File: src/hdl/bdsc_pkg.sv
// shared constants, types and helpers of the safe cell counter
`timescale 1ns / 1ps

package bdsc_pkg;

    localparam int MAX_WIDTH_DEF  = 128;
    localparam int MAX_HEIGHT_DEF = 128;
    localparam int SIZE_W         = 8;
    localparam int COUNT_W        = 15;
    localparam int CFG_IDX_W      = 8;

    localparam logic [SIZE_W-1:0] GRID_SIZE_RESET = 8'd5;

    typedef enum logic [CFG_IDX_W-1:0] {
        CFG_GRID_WIDTH  = 8'd0,
        CFG_GRID_HEIGHT = 8'd1
    } t_cfg_idx;

    // last valid index for a size register: zero acts as one, large values saturate
    function automatic int clamp_last(logic [SIZE_W-1:0] v, int max_size);
        int sz;
        sz = int'(v);
        if (sz == 0) begin
            return 0;
        end else if (sz > max_size) begin
            return max_size - 1;
        end
        return sz - 1;
    endfunction

endpackage

File: src/hdl/bdsc_ram.sv
// generic simple dual port ram, one write and one registered read per cycle
`timescale 1ns / 1ps

module bdsc_ram #(
    parameter int DATA_W = 2,
    parameter int DEPTH  = 128,
    localparam int AW    = (DEPTH > 1) ? $clog2(DEPTH) : 1
) (
    input  logic              i_clk,
    input  logic              i_wr_en,
    input  logic [AW-1:0]     i_wr_addr,
    input  logic [DATA_W-1:0] i_wr_data,
    input  logic [AW-1:0]     i_rd_addr,
    output logic [DATA_W-1:0] o_rd_data
);

    logic [DATA_W-1:0] r_mem [DEPTH];
    logic [DATA_W-1:0] r_rd_data;

    // read returns the old contents on a same-address write
    always_ff @(posedge i_clk) begin
        if (i_wr_en) begin
            r_mem[i_wr_addr] <= i_wr_data;
        end
        r_rd_data <= r_mem[i_rd_addr];
    end

    assign o_rd_data = r_rd_data;

endmodule

File: src/hdl/binary_dilation_safe_count_top.sv
// streaming 3x3 dilation of a mine grid with a count of safe cells
//
//  channel | handshake                   | payload
//  --------+-----------------------------+-----------------------------
//  input   | i_valid / o_stall           | i_mine
//  output  | o_valid / i_stall           | o_safe_count
//  config  | i_cfg_valid / o_cfg_ready   | i_cfg_index, i_cfg_data
//
// one item per clock if not stalled; the count shows the cycle after a grid's last cell
// line buffer reads are registered and issued at the column of the next item
// synchronous reset clears position, windows, count and output; buffers are not cleared
// o_stall rises only at the final cell of a grid while an earlier count is still stalled
`timescale 1ns / 1ps

module binary_dilation_safe_count_top
    import bdsc_pkg::*;
#(
    parameter int MAX_WIDTH  = MAX_WIDTH_DEF,
    parameter int MAX_HEIGHT = MAX_HEIGHT_DEF
) (
    input  logic                 i_clk,
    input  logic                 i_rst_n,
    input  logic                 i_valid,
    output logic                 o_stall,
    input  logic                 i_mine,
    output logic                 o_valid,
    input  logic                 i_stall,
    output logic [COUNT_W-1:0]   o_safe_count,
    input  logic                 i_cfg_valid,
    output logic                 o_cfg_ready,
    input  logic [CFG_IDX_W-1:0] i_cfg_index,
    input  logic [SIZE_W-1:0]    i_cfg_data
);

    localparam int CW = (MAX_WIDTH > 1) ? $clog2(MAX_WIDTH) : 1;
    localparam int RW = (MAX_HEIGHT > 1) ? $clog2(MAX_HEIGHT) : 1;

    logic [CW-1:0]      r_col_last;
    logic [RW-1:0]      r_row_last;
    logic [CW-1:0]      r_col, n_col;
    logic [RW-1:0]      r_row, n_row;
    logic [1:0]         r_mid_win, n_mid_win;
    logic [1:0]         r_last_win, n_last_win;
    logic [COUNT_W-1:0] r_count, n_count;
    logic               r_out_valid;
    logic [COUNT_W-1:0] r_out_count;
    logic               r_byp_hit;
    logic [1:0]         r_byp_data;

    logic       cfg_wr;
    logic       cfg_clear;
    logic       accept;
    logic       first_col, last_col, last_row, final_cell;
    logic [1:0] rd_data, buf_data, wr_data;
    logic       top, up, v_mid, v_last;
    logic [2:0] add;
    logic [COUNT_W-1:0] sum;

    assign o_cfg_ready = 1'b1;
    assign cfg_wr      = i_cfg_valid;
    // only a write to a known register restarts the grid
    assign cfg_clear   = cfg_wr && (i_cfg_index inside {CFG_GRID_WIDTH, CFG_GRID_HEIGHT});

    assign first_col  = (r_col == '0);
    assign last_col   = (r_col == r_col_last);
    assign last_row   = (r_row == r_row_last);
    assign final_cell = last_col && last_row;

    assign o_stall = final_cell && r_out_valid && i_stall;
    assign accept  = i_valid && !o_stall;

    // bit 1 is the row two above, bit 0 the row above
    bdsc_ram #(
        .DATA_W(2),
        .DEPTH (MAX_WIDTH)
    ) u_line_buf (
        .i_clk    (i_clk),
        .i_wr_en  (accept),
        .i_wr_addr(r_col),
        .i_wr_data(wr_data),
        .i_rd_addr(n_col),
        .o_rd_data(rd_data)
    );

    // a one-column row writes and reads the same entry in the same cycle
    assign buf_data = r_byp_hit ? r_byp_data : rd_data;

    assign top    = (r_row > RW'(1)) ? buf_data[1] : 1'b0;
    assign up     = (r_row != '0) ? buf_data[0] : 1'b0;
    assign v_mid  = top | up | i_mine;
    assign v_last = up | i_mine;
    assign wr_data = {up, i_mine};

    always_comb begin
        add        = '0;
        n_mid_win  = r_mid_win;
        n_last_win = r_last_win;
        if (r_row != '0) begin
            if (!first_col && !(r_mid_win[0] | r_mid_win[1] | v_mid)) begin
                add = add + 3'd1;
            end
            if (last_col && !(r_mid_win[0] | v_mid)) begin
                add = add + 3'd1;
            end
            n_mid_win = last_col ? 2'b00 : {r_mid_win[0], v_mid};
        end
        if (last_row) begin
            if (!first_col && !(r_last_win[0] | r_last_win[1] | v_last)) begin
                add = add + 3'd1;
            end
            if (last_col && !(r_last_win[0] | v_last)) begin
                add = add + 3'd1;
            end
            n_last_win = last_col ? 2'b00 : {r_last_win[0], v_last};
        end
        if (last_col) begin
            n_mid_win  = 2'b00;
            n_last_win = 2'b00;
        end
    end

    assign sum = r_count + COUNT_W'(add);

    always_comb begin
        n_col   = r_col;
        n_row   = r_row;
        n_count = r_count;
        if (cfg_clear) begin
            n_col   = '0;
            n_row   = '0;
            n_count = '0;
        end else if (accept) begin
            n_col   = last_col ? '0 : r_col + CW'(1);
            n_count = final_cell ? '0 : sum;
            if (last_col) begin
                n_row = last_row ? '0 : r_row + RW'(1);
            end
        end
    end

    always_ff @(posedge i_clk) begin
        if (!i_rst_n) begin
            r_col_last  <= CW'(clamp_last(GRID_SIZE_RESET, MAX_WIDTH));
            r_row_last  <= RW'(clamp_last(GRID_SIZE_RESET, MAX_HEIGHT));
            r_col       <= '0;
            r_row       <= '0;
            r_mid_win   <= '0;
            r_last_win  <= '0;
            r_count     <= '0;
            r_out_valid <= 1'b0;
            r_byp_hit   <= 1'b0;
        end else begin
            r_col     <= n_col;
            r_row     <= n_row;
            r_count   <= n_count;
            r_byp_hit <= accept && (n_col == r_col);
            if (cfg_clear) begin
                r_mid_win  <= '0;
                r_last_win <= '0;
            end else if (accept) begin
                r_mid_win  <= n_mid_win;
                r_last_win <= n_last_win;
            end
            if (cfg_wr) begin
                case (i_cfg_index)
                    CFG_GRID_WIDTH: begin
                        r_col_last <= CW'(clamp_last(i_cfg_data, MAX_WIDTH));
                    end
                    CFG_GRID_HEIGHT: begin
                        r_row_last <= RW'(clamp_last(i_cfg_data, MAX_HEIGHT));
                    end
                    default: begin
                    end
                endcase
            end
            if (accept && final_cell) begin
                r_out_valid <= 1'b1;
            end else if (!i_stall) begin
                r_out_valid <= 1'b0;
            end
        end
    end

    always_ff @(posedge i_clk) begin
        r_byp_data <= wr_data;
        if (accept && final_cell) begin
            r_out_count <= sum;
        end
    end

    assign o_valid      = r_out_valid;
    assign o_safe_count = r_out_count;

endmodule

File: config.mk
export PLATFORM = sky130hd
export DESIGN_NAME = binary_dilation_safe_count_top
export DESIGN_NICKNAME = d
export VERILOG_FILES = /design/src/hdl/bdsc_pkg.sv /design/src/hdl/bdsc_ram.sv /design/src/hdl/binary_dilation_safe_count_top.sv
export SDC_FILE = /design/constraint.sdc
export NUM_CORES = 1
export LEC_CHECK = 0
export CAP_MARGIN = 20
export CORE_ASPECT_RATIO = 0.7
export CORE_MARGIN = 1.5
export CORE_UTILIZATION = 60
export DETAILED_ROUTE_END_ITERATION = 10
export DONT_BUFFER_PORTS = 1
export HOLD_SLACK_MARGIN = 0.05
export PLACE_DENSITY = 0.77
export SETUP_SLACK_MARGIN = 0.1
export SLEW_MARGIN = 30
export SYNTH_ARGS = -nofsm -noshare
export SYNTH_HDL_FRONTEND = slang
export SYNTH_SLANG_ARGS = --single-unit
File: constraint.sdc
create_clock -name i_clk -period 9.6 [get_ports i_clk]
set_input_delay 0.96 -clock i_clk [delete_from_list [all_inputs] [get_ports i_clk]]
set_output_delay 0.96 -clock i_clk [all_outputs]
set_load 0.05 [all_outputs]
==> run_results.csv <==
group,metric,value,unit
global_route,grt_pass1_wl,59890,um
critical_path,crit_buf_inv,3,
sta,fmax,150.3,MHz
place,hpwl,24670,um
clocking,cts_resized,0,
sta,hold_viol,0,
routing,vias_per_cell,6.695,
die,ios,40,
sta,rsz0062_at_grt,"false",
final_layout,drive_gt1_frac,0.09397,
die,die_y,134.3,um
critical_path,cp_top_family,"simple AND/OR/NAND/NOR gates",
pwr,ir_worst_vdd,175.2,uV
place,gp_congestion,0.8903,
synthesis,synth_seq_cells,324,
synthesis,yosys_warnings,0,
critical_path,end_kind,"register",
synthesis,syn_area,14790,um^2
die,fp.dieW,190.6,um
global_route,grt_pass1_vias,10270,
routing,wl_per_cell,24.77,um
synthesis,synth_top_flop_cell,"edfxtp_1",
synthesis,avgSynthCellArea,11.67,um^2
sta,final.setup.tns,0,ns
sta,slew_headroom,0.3204,
clocking,clk_path_buf_depth,3,
clocking,clock_latency,0.56,ns
routing,vias,10690,
critical_path,crit_path_start,"r_row[2]$_SDFFE_PP0P_",
die,coreArea,23930,um^2
final_layout,final_common_cell,"edfxtp_1",
critical_path,critical_path_depth,28,
synthesis,syn_nets,1303,
clocking,cts_buffers,29,
routing,wirelength,39540,um
final_layout,fin_nets,1290,
synthesis,async_flop_share,0,
die,initial_utilization,0.6178,
critical_path,cp.arrival,7.07,ns
flow_run,drv_cap,0,
global_route,grt_antenna_before_repair,1,
final_layout,fillers,1763,
final_layout,syn_to_final_growth,7.895,%
routing,drt-pass1-iter-count,5,
synthesis,synth_top_cells_by_area,"edfxtp_1, dfxtp_1, nor2_1",
clocking,cts_hold_buf,0,
critical_path,start_kind,"register",
critical_path,cp.required,10.02,ns
sta,fin_crit_sh,0.6930,
critical_path,critPathKind,"reg -> reg",
final_layout,layout_common_cells,"edfxtp_1, nor2_1, nand2_1",
critical_path,r2r_cells,28,
routing,ant_nets,0,
synthesis,synth_top_area_frac,0.5504,
pwr,power_density,182.3,nW/um^2
sta,hold_ws,0.4683,ns
synthesis,synth_top_area_cell,"edfxtp_1",
min_path,hold_depth,1,
global_route,grt_max_degree,131,
sta,setup_viol,0,
routing,drt_iter0_markers,1300,
sta,max_slew.worst_pin.slew,1.019,ns
critical_path,crit_slowest_cell,"or4_1",
clocking,htree_levels,1,
clocking,cts_sinks,324,
critical_path,reg2reg_from,"r_row[2]$_SDFFE_PP0P_",
sta,period_minus_slack,6.653,ns
critical_path,cp_slowest_stage_delay,0.53,ns
clocking,cts_setup_buffers,0,
min_path,hold_path.startpoint,"i_rst_n",
min_path,hp-class,"in -> reg",
global_route,grt-ovfl-total,0,
synthesis,synth_edf_count,271,
place,port-buffer-count,0,
synthesis,syn_inst,1267,
clocking,path_clk_slew,0.06,ns
global_route,track_usage,0.3124,
critical_path,cp_max_fo,64,
synthesis,synth_cell_types,89,
critical_path,crit_top_cell,"ha_1",
clocking,clockRootBuffer,"clkbuf_16",
sta,finalMaxSlewViolations,0,
sta,fin_skew,0.01252,ns
routing,drc,0,
die,fp-row-count,47,
run_status,status,"finished, final reports clean",
die,die_area,25610,um^2
clocking,cts_tree,"built",
synthesis,ys_seq_area_frac,0.6222,
pwr,cellLeakagePower,0.005258,uW
## state kept, by name, summed over array words and instances, names as in the netlist
| signal | cells |
|---|---|
| r_col_last | 7 |
| r_row_last | 7 |
| r_byp_data | 2 |
| u_line_buf.r_mem | 256 |
| r_byp_hit | 1 |
| r_count | 15 |
| u_line_buf.o_rd_data | 2 |
| r_row | 7 |
| o_valid | 1 |
| o_safe_count | 15 |
| r_mid_win | 2 |
| r_col | 7 |
| r_last_win | 2 |
## cell usage after synthesis (6+ instances only)
cell,n
a211o_1,6
a211oi_1,23
a21o_1,8
a21oi_1,45
a22oi_1,9
a311oi_1,11
a31oi_1,11
and3_1,23
buf_2,27
clkbuf_1,31
dfxtp_1,53
edfxtp_1,271
ha_1,13
inv_1,19
mux2_2,14
mux2i_1,39
nand2_1,119
nand3_1,38
nand4_1,11
nor2_1,228
nor2b_1,6
nor3_1,15
nor4_1,14
o2111ai_1,6
o211ai_1,11
o21ai_0,33
o221ai_1,9
o22ai_1,14
o32ai_1,7
or3_1,8
xnor2_1,22
xor2_1,15
## kinds of logic (layout without fill, tap and decap cells)
group                    Yosys count  count (layout)  synth area share
buffers and inverters             88              98           0.02691
multiplexers                      54              54           0.03783
other                              1               2         0.0002536
XOR/XNOR                          42              42           0.02742
flip-flops                       324             324            0.6222
AND/OR/NAND/NOR                  496             496            0.1527
AO/OA/AOI/OAI                    247             247            0.1197
adder cells (fa/ha/maj)           15              15           0.01303
## area by class of cell
class | count | area [um^2] | area share
clock buffer | 42 | 807.0 | 0.05059
antenna | 1 | 2.502 | 0.0001569
inverter | 20 | 75.07 | 0.004706
multi-input combinational | 855 | 5231 | 0.3279
sequential | 324 | 9199 | 0.5766
tap | 318 | 397.9 | 0.02494
clock inverter | 12 | 60.06 | 0.003765
timing repair buffer | 24 | 180.2 | 0.01129
## through the flow
stage / total power [uW] / instances / instance area [um^2] / worst slack [ns] / util
final: 2908 / 1596 / 15950 / 2.947 / 0.6665
after global placement: 1835 / 1541 / 15070 / 3.319 / 0.6295
after detailed placement: 1839 / 1541 / 15080 / 3.042 / 0.6301
after global routing: 2977 / 1595 / 15950 / 2.506 / 0.6664
after floorplan: 1750 / 1267 / 14790 / 1.503 / -
after CTS: 2901 / 1595 / 15950 / 2.995 / 0.6664
## worst reg2reg max path, delay by kind of cell, from the launching register on
kind | cells | cell delay (ns)
xor+xnor | 1 | 0.15
simple gates | 13 | 2.87
fa+ha+maj | 4 | 1.12
flops | 1 | 0.36
compound gates | 4 | 0.58
buf+inv | 3 | 0.52
mux | 3 | 0.90
## layer usage
metal	GRT usage	routed length, um	vias up
met5	0	0	-
met4	0.09143	1174	0
met3	0.09995	5317	96
met2	0.4475	16510	730
met1	0.4570	16540	5147
li1	-	-	4712
## where the power goes
part / switching (uW) / total [uW] / internal, uW
logic: 213 / 303 / 90.1
clock network: 502 / 1080 / 583
registers: 3.38 / 1520 / 1520
total: 717 / 2910 / 2190
## worst paths after layout
path         slack (ns)                    endpoint
max                2.95    r_count[13]$_SDFFE_PP0P_
min reg2reg        0.50  r_row_last[4]$_SDFFE_PN0P_
max reg2reg        2.95    r_count[13]$_SDFFE_PP0P_
min                0.47  r_col_last[2]$_SDFFE_PN1P_
Power figures use the tool's default switching activity.
